File: src/design/assert_macros.svh
// Assertion helper macros shared by the delay line RTL.
// Included by every module that carries concurrent assertions; no other dependencies.
`ifndef ASSERT_MACROS_SVH
`define ASSERT_MACROS_SVH

// Same-cycle implication, disabled while reset is asserted.
`define SFDL_ASSERT_NOW(label, clk, rst_n, ante, cons) \
    label: assert property (@(posedge clk) disable iff (!(rst_n)) (ante) |-> (cons)) \
        else $error("sfdl assertion failed");

// Next-cycle implication, disabled while reset is asserted.
`define SFDL_ASSERT_NEXT(label, clk, rst_n, ante, cons) \
    label: assert property (@(posedge clk) disable iff (!(rst_n)) (ante) |=> (cons)) \
        else $error("sfdl assertion failed");

`endif

File: src/design/sfdl_pkg.sv
// Shared types and constants for the stereo feedback delay line.
// Used by the controller, the datapath and the top level; no dependencies.
package sfdl_pkg;

    localparam int CFG_IDX_W  = 3;
    localparam int CFG_DATA_W = 26;
    localparam int FRAC_W     = 8;
    localparam int DINT_W     = CFG_DATA_W - FRAC_W;

    localparam logic [CFG_IDX_W-1:0] REG_DELAY   = 3'd0;
    localparam logic [CFG_IDX_W-1:0] REG_FB      = 3'd1;
    localparam logic [CFG_IDX_W-1:0] REG_PP      = 3'd2;
    localparam logic [CFG_IDX_W-1:0] REG_BALANCE = 3'd3;
    localparam logic [CFG_IDX_W-1:0] REG_DRY     = 3'd4;
    localparam logic [CFG_IDX_W-1:0] REG_WET     = 3'd5;
    localparam logic [CFG_IDX_W-1:0] REG_ENABLE  = 3'd6;

    localparam int GAIN_W = 17;
    localparam int WET_W  = 19;

    localparam logic [GAIN_W-1:0] BALANCE_RST = 17'd32768;
    localparam logic [GAIN_W-1:0] DRY_RST     = 17'd65536;
    localparam logic [WET_W-1:0]  WET_RST     = 19'd65536;
    localparam logic signed [GAIN_W:0] ONE_Q16 = 18'sd65536;

    typedef struct packed {
        logic clr;
        logic load;
        logic rd_b;
        logic interp;
        logic dly;
        logic mul;
        logic wb;
    } t_cmd;

    typedef struct packed {
        logic clr_last;
        logic mod_busy;
    } t_status;

endpackage

File: src/design/sfdl_ctrl.sv
// Sequencing state machine of the delay line: clearing pass, item steps, output handshake.
// Depends on sfdl_pkg and assert_macros.svh.
`include "assert_macros.svh"

module sfdl_ctrl (
    input  logic              i_clk,
    input  logic              i_rst_n,
    input  logic              i_s_valid,
    output logic              o_s_ready,
    input  logic              i_m_ready,
    output logic              o_m_valid,
    output sfdl_pkg::t_cmd    o_cmd,
    input  sfdl_pkg::t_status i_status
);
    import sfdl_pkg::*;

    typedef enum logic [6:0] {
        S_CLEAR = 7'b0000001,
        S_IDLE  = 7'b0000010,
        S_RDB   = 7'b0000100,
        S_INT   = 7'b0001000,
        S_DLY   = 7'b0010000,
        S_MUL   = 7'b0100000,
        S_WB    = 7'b1000000
    } t_state;

    t_state r_state, n_state;
    logic   r_ovalid, n_ovalid;
    logic   out_free;
    t_cmd   cmd;

    assign out_free  = !r_ovalid || i_m_ready;
    assign o_s_ready = (r_state == S_IDLE) && !i_status.mod_busy;

    always_comb begin
        n_state = r_state;
        cmd     = '0;
        unique case (r_state)
            S_CLEAR: begin
                cmd.clr = 1'b1;
                if (i_status.clr_last) begin
                    n_state = S_IDLE;
                end
            end
            S_IDLE: begin
                if (i_s_valid && !i_status.mod_busy) begin
                    cmd.load = 1'b1;
                    n_state  = S_RDB;
                end
            end
            S_RDB: begin
                cmd.rd_b = 1'b1;
                n_state  = S_INT;
            end
            S_INT: begin
                cmd.interp = 1'b1;
                n_state    = S_DLY;
            end
            S_DLY: begin
                cmd.dly = 1'b1;
                n_state = S_MUL;
            end
            S_MUL: begin
                cmd.mul = 1'b1;
                n_state = S_WB;
            end
            S_WB: begin
                if (out_free) begin
                    cmd.wb  = 1'b1;
                    n_state = S_IDLE;
                end
            end
            default: begin
                n_state = S_IDLE;
            end
        endcase
    end

    always_comb begin
        n_ovalid = r_ovalid;
        if (cmd.wb) begin
            n_ovalid = 1'b1;
        end else if (i_m_ready) begin
            n_ovalid = 1'b0;
        end
    end

    always_ff @(posedge i_clk) begin
        if (!i_rst_n) begin
            r_state  <= S_CLEAR;
            r_ovalid <= 1'b0;
        end else begin
            r_state  <= n_state;
            r_ovalid <= n_ovalid;
        end
    end

    assign o_cmd     = cmd;
    assign o_m_valid = r_ovalid;

    `SFDL_ASSERT_NOW(a_clear_blocks_input, i_clk, i_rst_n, r_state == S_CLEAR, !o_s_ready)
    `SFDL_ASSERT_NEXT(a_wb_delivers, i_clk, i_rst_n, (r_state == S_WB) && out_free,
                      (r_state == S_IDLE) && r_ovalid)

endmodule

File: config.mk
export PLATFORM = sky130hd
export DESIGN_NAME = sfdl_ctrl
export DESIGN_NICKNAME = d
export VERILOG_FILES = /design/src/design/sfdl_pkg.sv /design/src/design/sfdl_ctrl.sv
export VERILOG_INCLUDE_DIRS = /design/src /design/src/design
export SDC_FILE = /design/constraint.sdc
export NUM_CORES = 1
export LEC_CHECK = 0
export ABC_CLOCK_PERIOD_IN_PS = 1400
export BUFFER_PORTS_ARGS = -buffer_cell sky130_fd_sc_hd__buf_2
export CORE_AREA = 2 2 39 41
export CTS_BUF_LIST = sky130_fd_sc_hd__clkbuf_16
export DETAILED_ROUTE_END_ITERATION = 8
export DIE_AREA = 0 0 41 43
export PLACE_DENSITY_LB_ADDON = 0.3
export RECOVER_POWER = 100
export SLEW_MARGIN = 10
export SYNTH_ARGS = -nofsm -noshare
export SYNTH_HDL_FRONTEND = slang
export SYNTH_SLANG_ARGS = --single-unit
File: constraint.sdc
create_clock -name i_clk -period 1.4 [get_ports i_clk]
set_input_delay 0.21 -clock i_clk [delete_from_list [all_inputs] [get_ports i_clk]]
set_output_delay 0.21 -clock i_clk [all_outputs]
set_load 0.05 [all_outputs]
==> qor.csv <==
stage;metric;value;unit
worst_setup_path;crit_family;simple AND/OR/NAND/NOR gates;
detailed_routing;first_pass_iters;3;
detailed_routing;detail_route.wl_per_cell;13.94;µm
global_routing;overflow;0;
detailed_routing;antenna_left;0;
synthesis;yosysWarnings;0;
layout;diodes;0;
layout;nets;95;
worst_setup_path;crit_path_end_kind;output pin;
power;ir_drop;0.7244;mV
sta;fin_ws;-0.3745;ns
power;clkPwrFrac;51.7;%
synthesis;synth_seq_cells;8;
run_status;violations;negative setup slack;
global_routing;grt_first_pass_wirelength;2263;µm
sta;worst_slew_pin_slew;0.5880;ns
sta;clock_skew;0.001771;ns
worst_setup_path;crit_buf_inv;1;
worst_setup_path;cp_data_arrival_time;1.56;ns
clock_network;clock_path_buffers;2;
clock_network;insertion_delay;0.23;ns
placed_design;dpl.hpwl;855.3;µm
worst_setup_path;cp_max_fo;2;
global_routing;grt_max_degree;8;
global_routing;antenna_found_initial;0;
worst_hold_path;hold_path.class;in2reg;
clock_network;clock-sinks;8;
synthesis;synth_cells;53;
synthesis;ys_seq_area_share;33.25;%
detailed_routing;drt-total-wl;1436;µm
sta;drv_slew;0;
layout;syn2layout_area_growth;103.1;%
placed_design;portBuffers;14;
sta;fmax;563.5;MHz
sta;rsz0062_at_grt;true;
placed_design;gp_congestion;0.7554;
floorplan;die-area;0.001763;mm²
power;powerDensity;947.0;mW/mm²
floorplan;die_x;41;µm
power;switching_power;218.4;µW
detailed_routing;num_vias;513;
job;drv_cap;0;
synthesis;synth.top_cell.area_share;33.25;%
floorplan;boundaryPins;15;
power;p_leak;0.4101;nW
worst_setup_path;crit_path_top_delay_cell;or3_4;
worst_setup_path;path_cells;or3_4 -> or3_4 -> nor2_4 -> buf_8;
sta;period_share;126.7;%
worst_setup_path;cp_common_cell;or3_4;
power;combPwrFrac;22.3;%
worst_setup_path;worst_ep_required_time;1.19;ns
sta;hold_viol;0;
clock_network;cts_tree;built;
detailed_routing;viasPerCell;4.981;
clock_network;cts-root-buf;clkbuf_16;
clock_network;cts_max_level;1;
worst_setup_path;start_kind;flop;
worst_setup_path;slowest_delay;0.40;ns
synthesis;yosysUniqueCellTypes;25;
power;internal_power;708.2;µW
placed_design;dpl_worst_slack;-0.2476;ns
sta;fin_crit;1.774;ns
sta;fin_tns_setup;-2.494;ns
power;seqPwrFrac;26.0;%
synthesis;synth_top_area_cell;dfxtp_1;
worst_setup_path;critPathKind;reg2out;
layout;drive_above_1_share;73.56;%
detailed_routing;drtIter0Drc;7;
clock_network;cts_hold_buf;0;
detailed_routing;remaining_drc_errors;0;
global_routing;grt_pass1_vias;522;
clock_network;clk_pin_slew;0.04;ns
run_status;status;complete, but fails checks;
floorplan;num_rows;14;
power;swShare;23.57;%
synthesis;avgSynthCellArea;9.089;µm²
floorplan;fp.dieH;43;µm
synthesis;syn_nets;59;
sta;timing.slew.headroom;60.97;%
clock_network;cts_buffers;3;
synthesis;synth_area_leaders;dfxtp_1, nor2_1, or3_4, nor4_4, nor3_2;
sta;setup_violations;12;
synthesis;syn_area;481.7;µm²
floorplan;core-area;0.001384;mm²
floorplan;initial_core_util;34.81;%
global_routing;grt_use_total;19.74;%
## through the flow
stage	total power, mW	cells	hold slack [ns]	cell area [µm²]	util [%]
global placement	0.3915	94	0.4734	693.2	50.09
finish	0.9266	103	0.2330	978.4	70.71
global route	0.9643	103	0.2497	978.4	70.71
detailed placement	0.3929	94	0.4700	693.2	50.09
CTS	0.9165	101	0.2349	932.1	67.36
floorplan	0.3421	53	0.3316	524.3	-
## power groups by stage
stage               logic (mW)  clock network, mW  registers, mW
floorplan               0.0935                  0          0.249
global placement         0.146                  0          0.246
detailed placement       0.147                  0          0.245
CTS                      0.187              0.489          0.241
global route             0.220              0.502          0.242
finish                   0.207              0.479          0.241
## routing by layer
layer	global-route usage [%]	vias up	wire length, µm
met2	32.50	13	792
met3	7.853	4	61
met1	21.10	241	555
li1	-	255	-
met5	0	-	0
met4	8.000	0	26
## cells in the final DEF, fill, tap and decap left out, types with 3 or more instances in the layout
master and n:
nor2_4 3, buf_8 3, buf_6 8, nand2_2 3, nor3_4 3, buf_4 16, clkbuf_16 3, buf_2 5
dfxtp_1 5
## worst reg2reg max path: stages, from the launching register on
cell       delay [ns]
dfxtp_2          0.31
or3_4            0.40
or3_4            0.35
buf_4            0.14
buf_6            0.11
o2bb2ai_4        0.12
o31ai_1          0.07
## layout make-up
type / count / area (µm²)
multi-input combinational: 41 / 415.4
inverter: 2 / 15.01
sequential: 8 / 168.9
tap: 16 / 20.02
fill: 107 / 405.4
clock buffer: 3 / 75.07
timing repair buffer: 33 / 284.0
## worst paths after layout
kind         cells past startpoint                    start  slack (ns)                 endpoint
max                              4  r_state[5]$_SDFFE_PN0P_       -0.37                 o_cmd[4]
min                              2                  i_rst_n        0.23  r_state[5]$_SDFFE_PN0P_
max reg2reg                      6  r_state[5]$_SDFFE_PN0P_       -0.23  r_state[1]$_SDFFE_PN0P_
min reg2reg                      2  r_state[1]$_SDFFE_PN0P_        0.68  r_state[0]$_SDFFE_PN1P_
## repair_timing
| item | 4_1_cts | 5_1_grt |
|---|---|---|
| hold endpoints to repair | 0 | 0 |
| setup buffers | 4 | 3 |
| cloned | 0 | 0 |
| setup endpoints to repair | 13 | 13 |
| resized for setup | 35 | 7 |
| pin swaps | 7 | 9 |
## registers in the layout (all words and copies together) (netlist names)
register / flops
r_state: 7
o_m_valid: 1
## Yosys cell counts, drive strengths merged
master and instances:
a21bo 1, a21o 1, a31oi 1, and2 1
and3b 2, buf 2, dfxtp 8, inv 2
nand2 4, nand2b 3, nand3 3, nand3b 1
nand4 1, nor2 7, nor2b 2, nor3 5
nor4 1, nor4b 2, o2bb2ai 1, o31ai 1
or3 2, xnor2 1, xor2 1
## kinds of logic after synthesis
kind of cell	count (synthesis)	synth area share, %
DFF	8	33.25
buffers and inverters	4	4.675
and+or+nand+nor	34	48.83
AOI/OAI and AO/OA	5	9.612
xor gates and xnor gates	2	3.637
Note: power is estimated with default switching activity, not from simulation.
